File: src/design/assert_macros.svh
// ----------------------------------------------------------------------------
// assertion macros
// shared clocked assertion forms for the literal recogniser
// ----------------------------------------------------------------------------
`ifndef ASSERT_MACROS_SVH
`define ASSERT_MACROS_SVH

// property holds at every edge outside reset
`define NLR_ASSERT_ALWAYS(lbl, prop, msg) \
    lbl: assert property (@(posedge i_clk) disable iff (!i_rst_n) (prop)) else $error(msg);

// consequent holds in the cycle after the antecedent
`define NLR_ASSERT_NEXT(lbl, ante, cons, msg) \
    lbl: assert property (@(posedge i_clk) disable iff (!i_rst_n) (ante) |=> (cons)) \
        else $error(msg);

`endif

File: src/design/nlr_pkg.sv
// ----------------------------------------------------------------------------
// nlr_pkg
// types, codes and character constants of the numeric literal recogniser
// ----------------------------------------------------------------------------
package nlr_pkg;

    localparam int MAX_DIGITS_DEF = 255;
    localparam int MAX_TEXT_DEF   = 255;
    localparam int MAX_SCAN_DEF   = 1023;

    localparam logic [5:0] BASE_MIN     = 6'd2;
    localparam logic [5:0] BASE_MAX     = 6'd36;
    localparam logic [5:0] BASE_DEFAULT = 6'd10;
    localparam logic [5:0] BASE_HEX     = 6'd16;
    localparam logic [5:0] BASE_OCT     = 6'd8;
    localparam logic [5:0] BASE_QUAT    = 6'd4;
    localparam logic [5:0] BASE_BIN     = 6'd2;

    localparam logic [7:0] CH_SPACE = 8'h20;
    localparam logic [7:0] CH_AMP   = 8'h26;
    localparam logic [7:0] CH_PLUS  = 8'h2B;
    localparam logic [7:0] CH_MINUS = 8'h2D;
    localparam logic [7:0] CH_DOT   = 8'h2E;
    localparam logic [7:0] CH_0     = 8'h30;
    localparam logic [7:0] CH_9     = 8'h39;
    localparam logic [7:0] CH_A     = 8'h41;
    localparam logic [7:0] CH_B     = 8'h42;
    localparam logic [7:0] CH_D     = 8'h44;
    localparam logic [7:0] CH_E     = 8'h45;
    localparam logic [7:0] CH_H     = 8'h48;
    localparam logic [7:0] CH_O     = 8'h4F;
    localparam logic [7:0] CH_Q     = 8'h51;
    localparam logic [7:0] CH_Z     = 8'h5A;

    typedef enum logic [3:0] {
        PH_IDLE       = 4'd0,
        PH_LEAD       = 4'd1,
        PH_PREFIX     = 4'd2,
        PH_DIGITS     = 4'd3,
        PH_FRAC_FIRST = 4'd4,
        PH_FRAC       = 4'd5,
        PH_EXP_SIGN   = 4'd6,
        PH_EXP_FIRST  = 4'd7,
        PH_EXP        = 4'd8
    } t_phase;

    typedef enum logic [3:0] {
        ERR_OK         = 4'd0,
        ERR_PREFIX     = 4'd1,
        ERR_NO_DIGIT   = 4'd2,
        ERR_DIGIT_BIG  = 4'd3,
        ERR_TOO_MANY   = 4'd4,
        ERR_FRACTION   = 4'd5,
        ERR_EXPONENT   = 4'd6,
        ERR_BASE       = 4'd7,
        ERR_TOO_LONG   = 4'd8
    } t_err;

    typedef struct packed {
        logic [7:0] char_in;
        logic       start_scan;
    } t_in_item;

    typedef struct packed {
        logic       accepted;
        logic [5:0] base_found;
        logic [7:0] text_length;
        logic [9:0] consumed_count;
        logic [3:0] error_code;
    } t_out_item;

endpackage

File: src/design/nlr_in_stage.sv
// ----------------------------------------------------------------------------
// nlr_in_stage
// input register: holds one character transfer until the scan logic takes it
// ----------------------------------------------------------------------------
module nlr_in_stage (
    input  logic              i_clk,
    input  logic              i_rst_n,
    input  logic              i_valid,
    input  nlr_pkg::t_in_item i_item,
    output logic              o_stall,
    input  logic              i_take,
    output logic              o_valid,
    output nlr_pkg::t_in_item o_item
);
    import nlr_pkg::*;

    logic     r_valid;
    t_in_item r_item;
    logic     w_load;

    // room when empty or when the held item leaves this cycle
    assign o_stall = r_valid && !i_take;
    assign w_load  = i_valid && !o_stall;

    always_ff @(posedge i_clk) begin
        if (!i_rst_n) begin
            r_valid <= 1'b0;
        end else if (w_load) begin
            r_valid <= 1'b1;
        end else if (i_take) begin
            r_valid <= 1'b0;
        end
    end

    always_ff @(posedge i_clk) begin
        if (w_load) begin
            r_item <= i_item;
        end
    end

    assign o_valid = r_valid;
    assign o_item  = r_item;

endmodule

File: src/design/nlr_step.sv
// ----------------------------------------------------------------------------
// nlr_step
// per-character scan rule: next scan state and the optional result
// ----------------------------------------------------------------------------
module nlr_step #(
    parameter int MAX_DIGITS = nlr_pkg::MAX_DIGITS_DEF,
    parameter int MAX_TEXT   = nlr_pkg::MAX_TEXT_DEF,
    parameter int MAX_SCAN   = nlr_pkg::MAX_SCAN_DEF,
    localparam int DC_W      = $clog2(MAX_DIGITS + 1),
    localparam int LL_W      = $clog2(MAX_TEXT + 1),
    localparam int SC_W      = $clog2(MAX_SCAN + 1)
) (
    input  nlr_pkg::t_in_item  i_item,
    input  logic [5:0]         i_forced_base,
    input  nlr_pkg::t_phase    i_phase,
    input  logic [DC_W-1:0]    i_dc,
    input  logic [LL_W-1:0]    i_ll,
    input  logic [SC_W-1:0]    i_sc,
    input  logic [5:0]         i_base,
    output nlr_pkg::t_phase    o_phase,
    output logic [DC_W-1:0]    o_dc,
    output logic [LL_W-1:0]    o_ll,
    output logic [SC_W-1:0]    o_sc,
    output logic [5:0]         o_base,
    output logic               o_emit,
    output nlr_pkg::t_out_item o_result
);
    import nlr_pkg::*;

    logic [7:0]      c;
    t_phase          ph;
    logic [DC_W-1:0] dc;
    logic [LL_W-1:0] ll;
    logic [SC_W-1:0] sc;
    logic [5:0]      ab;
    logic            second;
    logic            tk;
    logic            tk_text;
    logic            tk_digit;
    t_phase          tk_ph;
    logic [5:0]      tk_base;
    logic            fin;
    logic            fin_ok;
    t_err            fin_err;
    logic            is_dec;
    logic            is_dig;
    logic [5:0]      dv;
    logic            text_room;
    logic            scan_room;

    always_comb begin
        c = i_item.char_in;

        // a start flag opens a new scan with the base latched now
        if (i_item.start_scan) begin
            ph = PH_LEAD;
            dc = '0;
            ll = '0;
            sc = '0;
            ab = i_forced_base;
        end else begin
            ph = i_phase;
            dc = i_dc;
            ll = i_ll;
            sc = i_sc;
            ab = i_base;
        end

        is_dec = (c >= CH_0) && (c <= CH_9);
        is_dig = 1'b1;
        dv     = '0;
        if (is_dec) begin
            dv = 6'(c - CH_0);
        end else if ((c >= CH_A) && (c <= CH_Z)) begin
            dv = 6'(c - CH_A) + 6'd10;
        end else begin
            is_dig = 1'b0;
        end

        text_room = ll < LL_W'(MAX_TEXT);
        scan_room = sc < SC_W'(MAX_SCAN);

        second   = 1'b0;
        tk       = 1'b0;
        tk_text  = 1'b0;
        tk_digit = 1'b0;
        tk_ph    = ph;
        tk_base  = ab;
        fin      = 1'b0;
        fin_ok   = 1'b0;
        fin_err  = ERR_OK;
        o_phase  = ph;

        unique case (ph)
            PH_LEAD: begin
                if (c == CH_SPACE) begin
                    tk = 1'b1;
                end else if ((ab == '0) && (c == CH_AMP)) begin
                    tk    = 1'b1;
                    tk_ph = PH_PREFIX;
                end else begin
                    if (ab == '0) begin
                        ab = BASE_DEFAULT;
                    end
                    tk_base = ab;
                    if ((ab < BASE_MIN) || (ab > BASE_MAX)) begin
                        fin     = 1'b1;
                        fin_err = ERR_BASE;
                    end else begin
                        second = 1'b1;
                    end
                end
            end
            PH_PREFIX: begin
                tk    = 1'b1;
                tk_ph = PH_DIGITS;
                unique case (c)
                    CH_H:    tk_base = BASE_HEX;
                    CH_D:    tk_base = BASE_DEFAULT;
                    CH_O:    tk_base = BASE_OCT;
                    CH_Q:    tk_base = BASE_QUAT;
                    CH_B:    tk_base = BASE_BIN;
                    default: begin
                        tk      = 1'b0;
                        fin     = 1'b1;
                        fin_err = ERR_PREFIX;
                    end
                endcase
            end
            PH_IDLE: begin
            end
            default: begin
                second = 1'b1;
            end
        endcase

        if (second) begin
            tk_text = 1'b1;
            unique case (ph)
                PH_LEAD, PH_DIGITS: begin
                    tk_ph = PH_DIGITS;
                    if ((ab == BASE_DEFAULT) && (dc != '0) && (c == CH_E)) begin
                        tk    = 1'b1;
                        tk_ph = PH_EXP_SIGN;
                    end else if (!is_dig) begin
                        if (dc == '0) begin
                            fin     = 1'b1;
                            fin_err = ERR_NO_DIGIT;
                        end else if ((ab == BASE_DEFAULT) && (c == CH_DOT)) begin
                            tk    = 1'b1;
                            tk_ph = PH_FRAC_FIRST;
                        end else begin
                            fin    = 1'b1;
                            fin_ok = 1'b1;
                        end
                    end else if (dc >= DC_W'(MAX_DIGITS)) begin
                        fin     = 1'b1;
                        fin_err = ERR_TOO_MANY;
                    end else if (dv >= ab) begin
                        fin     = 1'b1;
                        fin_err = ERR_DIGIT_BIG;
                    end else begin
                        tk       = 1'b1;
                        tk_digit = 1'b1;
                    end
                end
                PH_FRAC_FIRST: begin
                    if (!is_dec) begin
                        fin     = 1'b1;
                        fin_err = ERR_FRACTION;
                    end else begin
                        tk    = 1'b1;
                        tk_ph = PH_FRAC;
                    end
                end
                PH_FRAC: begin
                    if (is_dec || (c == CH_E)) begin
                        tk = 1'b1;
                        if (c == CH_E) begin
                            tk_ph = PH_EXP_SIGN;
                        end
                    end else begin
                        fin    = 1'b1;
                        fin_ok = 1'b1;
                    end
                end
                PH_EXP_SIGN: begin
                    if ((c == CH_PLUS) || (c == CH_MINUS)) begin
                        tk    = 1'b1;
                        tk_ph = PH_EXP_FIRST;
                    end else if (!is_dec) begin
                        fin     = 1'b1;
                        fin_err = ERR_EXPONENT;
                    end else begin
                        tk    = 1'b1;
                        tk_ph = PH_EXP;
                    end
                end
                PH_EXP_FIRST: begin
                    if (!is_dec) begin
                        fin     = 1'b1;
                        fin_err = ERR_EXPONENT;
                    end else begin
                        tk    = 1'b1;
                        tk_ph = PH_EXP;
                    end
                end
                PH_EXP: begin
                    if (!is_dec) begin
                        fin    = 1'b1;
                        fin_ok = 1'b1;
                    end else begin
                        tk = 1'b1;
                    end
                end
                default: begin
                    // unused phase codes fall back to idle
                    tk      = 1'b0;
                    o_phase = PH_IDLE;
                end
            endcase
        end

        o_dc   = dc;
        o_ll   = ll;
        o_sc   = sc;
        o_base = ab;

        // accept the character unless a length limit would be passed
        if (tk) begin
            if (scan_room && (text_room || !tk_text)) begin
                o_sc    = sc + SC_W'(1);
                o_ll    = tk_text  ? ll + LL_W'(1) : ll;
                o_dc    = tk_digit ? dc + DC_W'(1) : dc;
                o_base  = tk_base;
                o_phase = tk_ph;
            end else begin
                fin     = 1'b1;
                fin_err = ERR_TOO_LONG;
            end
        end else if (second && !fin && (o_phase != PH_IDLE)) begin
            o_phase = tk_ph;
        end

        o_emit = fin;
        if (fin) begin
            o_phase = PH_IDLE;
        end

        o_result.accepted       = fin_ok;
        o_result.base_found     = o_base;
        o_result.text_length    = 8'(o_ll);
        o_result.consumed_count = 10'(o_sc);
        o_result.error_code     = 4'(fin_err);
    end

endmodule

File: src/design/numeric_literal_recognizer_top.sv
// ----------------------------------------------------------------------------
// numeric_literal_recognizer_top
// scans characters for numeric literals; barring a result stall, one per cycle
// ----------------------------------------------------------------------------
// usage
//   input channel carries one character per transfer plus a start flag that
//   opens a new scan; the output channel carries one result per finished scan
//   (accepted flag, base, text length, characters consumed, error code)
//   a scan ends on the first character that cannot continue the literal;
//   that character is not counted and produces the result
//   forced_base is written through i_cfg_we / i_cfg_data, by the user only
//   while idle (the block does not enforce this), and is latched when a scan starts
// datapath and throughput
//   a character is registered, then the scan rule runs combinationally
//   between the input register and the result register; one character per
//   cycle sustained unless a result must wait, set by the single state update
// stalling
//   a new character keeps flowing while a result waits; only a character that
//   would produce a second result stalls the input until the result leaves
// reset
//   synchronous active-low reset empties both registers, clears the scan state
//   and sets forced_base to zero; no result is pending afterwards
// ----------------------------------------------------------------------------
module numeric_literal_recognizer_top #(
    parameter int MAX_DIGITS = nlr_pkg::MAX_DIGITS_DEF,
    parameter int MAX_TEXT   = nlr_pkg::MAX_TEXT_DEF,
    parameter int MAX_SCAN   = nlr_pkg::MAX_SCAN_DEF
) (
    input  logic               i_clk,
    input  logic               i_rst_n,
    input  logic               i_cfg_we,
    input  logic [5:0]         i_cfg_data,
    input  logic               i_in_valid,
    input  nlr_pkg::t_in_item  i_in_data,
    output logic               o_in_stall,
    output logic               o_out_valid,
    output nlr_pkg::t_out_item o_out_data,
    input  logic               i_out_stall
);
    import nlr_pkg::*;

    `include "assert_macros.svh"

    localparam int DC_W = $clog2(MAX_DIGITS + 1);
    localparam int LL_W = $clog2(MAX_TEXT + 1);
    localparam int SC_W = $clog2(MAX_SCAN + 1);

    // configuration
    logic [5:0] r_forced_base;

    // scan state
    t_phase          r_phase;
    logic [DC_W-1:0] r_dc;
    logic [LL_W-1:0] r_ll;
    logic [SC_W-1:0] r_sc;
    logic [5:0]      r_base;

    t_phase          n_phase;
    logic [DC_W-1:0] n_dc;
    logic [LL_W-1:0] n_ll;
    logic [SC_W-1:0] n_sc;
    logic [5:0]      n_base;

    // input register side
    logic     w_in_valid;
    t_in_item w_in_item;
    logic     w_adv;

    // result side
    logic      w_emit;
    t_out_item w_result;
    logic      w_out_room;
    logic      r_out_valid;
    t_out_item r_out_data;

    always_ff @(posedge i_clk) begin
        if (!i_rst_n) begin
            r_forced_base <= '0;
        end else if (i_cfg_we) begin
            r_forced_base <= i_cfg_data;
        end
    end

    nlr_in_stage u_in_stage (
        .i_clk   (i_clk),
        .i_rst_n (i_rst_n),
        .i_valid (i_in_valid),
        .i_item  (i_in_data),
        .o_stall (o_in_stall),
        .i_take  (w_adv),
        .o_valid (w_in_valid),
        .o_item  (w_in_item)
    );

    nlr_step #(
        .MAX_DIGITS (MAX_DIGITS),
        .MAX_TEXT   (MAX_TEXT),
        .MAX_SCAN   (MAX_SCAN)
    ) u_step (
        .i_item        (w_in_item),
        .i_forced_base (r_forced_base),
        .i_phase       (r_phase),
        .i_dc          (r_dc),
        .i_ll          (r_ll),
        .i_sc          (r_sc),
        .i_base        (r_base),
        .o_phase       (n_phase),
        .o_dc          (n_dc),
        .o_ll          (n_ll),
        .o_sc          (n_sc),
        .o_base        (n_base),
        .o_emit        (w_emit),
        .o_result      (w_result)
    );

    // result slot is free when empty or draining this cycle
    assign w_out_room = !r_out_valid || !i_out_stall;
    // a character that yields no result never waits for the output
    assign w_adv      = w_in_valid && (w_out_room || !w_emit);

    always_ff @(posedge i_clk) begin
        if (!i_rst_n) begin
            r_phase <= PH_IDLE;
            r_dc    <= '0;
            r_ll    <= '0;
            r_sc    <= '0;
            r_base  <= '0;
        end else if (w_adv) begin
            r_phase <= n_phase;
            r_dc    <= n_dc;
            r_ll    <= n_ll;
            r_sc    <= n_sc;
            r_base  <= n_base;
        end
    end

    always_ff @(posedge i_clk) begin
        if (!i_rst_n) begin
            r_out_valid <= 1'b0;
        end else if (w_adv && w_emit) begin
            r_out_valid <= 1'b1;
        end else if (!i_out_stall) begin
            r_out_valid <= 1'b0;
        end
    end

    always_ff @(posedge i_clk) begin
        if (w_adv && w_emit) begin
            r_out_data <= w_result;
        end
    end

    assign o_out_valid = r_out_valid;
    assign o_out_data  = r_out_data;

    // a finished scan always returns to idle
    `NLR_ASSERT_NEXT(a_fin_idle, w_adv && w_emit, r_phase == PH_IDLE, "scan not idle after result")
    // literal text is a part of the consumed characters
    `NLR_ASSERT_ALWAYS(a_len_le_scan, 32'(r_ll) <= 32'(r_sc), "text length exceeds consumed count")
    // consumed count never passes its limit
    `NLR_ASSERT_ALWAYS(a_scan_limit, 32'(r_sc) <= 32'(MAX_SCAN), "consumed count past limit")
    // an accepted literal carries no error
    `NLR_ASSERT_ALWAYS(a_ok_no_err, !(r_out_valid && r_out_data.accepted) || (r_out_data.error_code == 4'(ERR_OK)), "accepted result with error code")

endmodule
File: config.mk
export PLATFORM = sky130hd
export DESIGN_NAME = numeric_literal_recognizer_top
export DESIGN_NICKNAME = d
export VERILOG_FILES = /design/src/design/nlr_pkg.sv /design/src/design/nlr_in_stage.sv /design/src/design/nlr_step.sv /design/src/design/numeric_literal_recognizer_top.sv
export VERILOG_INCLUDE_DIRS = /design/src /design/src/design
export SDC_FILE = /design/constraint.sdc
export NUM_CORES = 1
export LEC_CHECK = 0
export BUFFER_PORTS_ARGS = -buffer_cell sky130_fd_sc_hd__buf_2
export CAP_MARGIN = 20
export CORE_MARGIN = 1
export CORE_UTILIZATION = 40
export CTS_CLUSTER_SIZE = 30
export DETAILED_ROUTE_END_ITERATION = 8
export PLACE_DENSITY_LB_ADDON = 0.2
export SYNTH_ARGS = -nofsm -noshare
export SYNTH_HDL_FRONTEND = slang
export SYNTH_SLANG_ARGS = --single-unit
File: constraint.sdc
create_clock -name i_clk -period 7.29 [get_ports i_clk]
set_clock_uncertainty 0.15 [all_clocks]
set_input_delay 1.458 -clock i_clk [delete_from_list [all_inputs] [get_ports i_clk]]
set_output_delay 1.458 -clock i_clk [all_outputs]
set_load 0.02 [all_outputs]
==> reports/results.ini <==
[finish]
area_growth_pct=12.9
layout.cells.non_filler=825
utilization=0.472
antenna_cells=0
fillers=1246
fin_nets=688
drive_above_1_share=0.165

[critical_path]
worstPathRequired_ns=5.68
cp_num_cells=16
criticalPathCategory=register to output pin
crit_start=u_in_stage.o_item[2]
path_delay_family=compound AO/OA/AOI/OAI gates
cp_slowest_cell=o21ai_1
r2r_end=r_phase[2]
r2r_start=u_in_stage.o_item[2]
rrSetupSlack_ns=1.69
crit_path_end=o_in_stall
reg2reg_depth=16
crit_path_cell_trace=inv_1, ha_1, o21ba_2, o21ai_1, o41a_1, nor2_1, ha_1, a21o_1, a31oi_1, o21a_1, nand3_1, a21oi_1, o211a_1, o21ai_0, nor2_1, buf_2
start_kind=register
critPathMaxStageDelay_ns=0.68
crit_buf_inv=2
cp_max_fo=13
critPathArrivalTime_ns=4.77
endpoint_kind=output pin

[timing]
maxSlewViolCount=0
rsz0062_at_grt=no
hold_viol=0
min_period_ns=6.37
max_freq_ghz=0.157
setup_violations=0
setup_tns_ns=0
post-route-period-util=0.874
worstMarginPinSlew_ns=0.973
relSlewSlack=0.350

[logic_synthesis]
synthArstFlopShare=0
synth.avg_cell_area_sq_um=8.75
yosys_warnings=0
yosysUniqueCellTypes=80
synth.yosys.seq_area_share=0.377
yosys-top-cells-area=edfxtp_1, dfxtp_1, ha_1, nand2_1, nor2_1
yosys.cell_count.top_type=nand2_1
synth_fp_nets=653
synth_edf_count=38
syn_area_sq_um=5360
netlist.area_leader.share=0.213
syn-instance-count=613
ys_seq_elements=82
ys.flop_type=dfxtp_1
synth_top_area_cell=edfxtp_1
yosys-top-cells-count=nand2_1, nor2_1, dfxtp_1

[global_route]
grt_usage=0.215
grt_pass1_wl_mm=23.8
overflow=0
antenna_found_initial=0
grt_pass1_vias=4656
grt_max_degree=36

[die]
start_util=0.418
die_area_sq_um=13900
fp.dieH_um=118
fp-row-count=41
pin_count=51
core_sq_um=12800
die_x_um=118

[cts]
tritoncts=done
post_cts_resized=0
post-cts-setup-buffer-count=0
clk_pin_slew_worst_paths_ns=0.07
cts_root_buf=clkbuf_16
cts_buffer_depth=2
clock_sinks=82
postCtsHoldBufs=0
cts_made_buffers=9
cts.htree.levels=3
insertion_delay_ns=0.35

[flow_run]
maxCapViolCount=0

[detailed_routing]
wl_met1_mm=6.67
wl_per_cell_um=17.5
wl_met3_um=757
drc_errors=0
viasPerCell=5.88
num_vias=4848
drt_iter0_markers=359
drtAntennaViolNets=0
wl_met2_mm=6.63
highest_layer=met4
first_pass_iters=5
wirelength_mm=14.4

[power_and_ir_drop]
power.density_nw_per_um2=189
p_leak_nw=2.31
switching_share=0.276
pwr-share-clk=0.409
peakVddDrop_mv=0.120
intPower_uw=828
p_switching_uw=315
seqPwrFrac=0.449
comb_power_share=0.142

[placement]
gp_congestion=0.916
port_buffers=50
dp_hpwl_mm=10.4
dp.cells=809

[worst_hold_path]
hold_depth=2
worst_hold_path_type=register to register

[status]
outcome=finished, final reports clean

## worst min-delay path: cells and delay by family (launching register included)
family	cells	cell delay, ns
AOI/OAI and AO/OA	1	0.05
DFF	1	0.33
and+or+nand+nor	1	0.06
## registers in the layout, summed over array words and instances, names as in the netlist
name and cells:
r_ll 8, u_in_stage.o_item 9, r_forced_base 6, r_phase 4
o_out_data 29, u_in_stage.o_valid 1, r_sc 10, o_out_valid 1
r_dc 8, r_base 6
## stage by stage
step | hold slack, ns | worst slack, ns | total power, mW | cell area (sq um)
floorplan | 0.295 | 1.93 | 0.636 | 5360
global route | 0.358 | 0.479 | 1.19 | 6060
finish | 0.328 | 0.917 | 1.14 | 6060
detailed placement | 0.320 | 1.35 | 0.684 | 5750
CTS | 0.331 | 0.946 | 1.15 | 6060
global placement | 0.311 | 1.46 | 0.678 | 5720
## per-layer routing
metal	up-vias	GRT usage
li1	2346	-
met1	2297	0.286
met2	179	0.339
met3	26	0.0325
met4	0	0.109
met5	-	0
## area by class of cell
| class | count | area, sq um | area share |
|---|---|---|---|
| Clock buffer | 10 | 229 | 0.0378 |
| Clock inverter | 6 | 75.1 | 0.0124 |
| Inverter | 14 | 52.6 | 0.00868 |
| Multi-Input combinational cell | 484 | 3140 | 0.518 |
| Sequential cell | 82 | 2020 | 0.334 |
| Tap cell | 172 | 215 | 0.0355 |
| Timing Repair Buffer | 57 | 323 | 0.0533 |
## worst min path at each step
stage,endpoint,from
3_5_place_dp,r_base[0],r_base[0]
3_3_place_gp,r_ll[7],r_ll[7]
6_report,r_base[0],r_base[0]
4_1_cts,r_base[0],r_base[0]
2_1_floorplan,r_ll[1],r_ll[1]
5_1_grt,r_ll[7],r_ll[7]
## layout by cell type, fill, tap and decap left out, types with 9 or more instances in the layout
cell type and count:
a21oi_1 34, and3_1 16, buf_2 50, clkbuf_16 9, dfxtp_1 44, edfxtp_1 38
ha_1 20, inv_1 13, mux2i_1 18, nand2_1 63, nand3_1 22, nand4_1 15
nor2_1 57, nor2b_1 12, nor3_1 19, o21a_1 10, o21ai_0 32, xnor2_1 15
## cell families after synthesis
family	after synthesis	synth area share
AOI/OAI and AO/OA	152	0.194
xor gates and xnor gates	19	0.0310
buffers and inverters	47	0.0387
and+or+nand+nor	267	0.262
muxes	26	0.0504
adders and majority gates	20	0.0467
DFF	82	0.377
## power groups by stage
stage	registers (mW)	logic, mW	clock network, mW
6_report	0.514	0.162	0.468
5_1_grt	0.516	0.179	0.499
4_1_cts	0.513	0.161	0.479
3_5_place_dp	0.523	0.160	0
3_3_place_gp	0.523	0.155	0
2_1_floorplan	0.527	0.108	0
No activity file was read; power rests on OpenSTA's default activity.
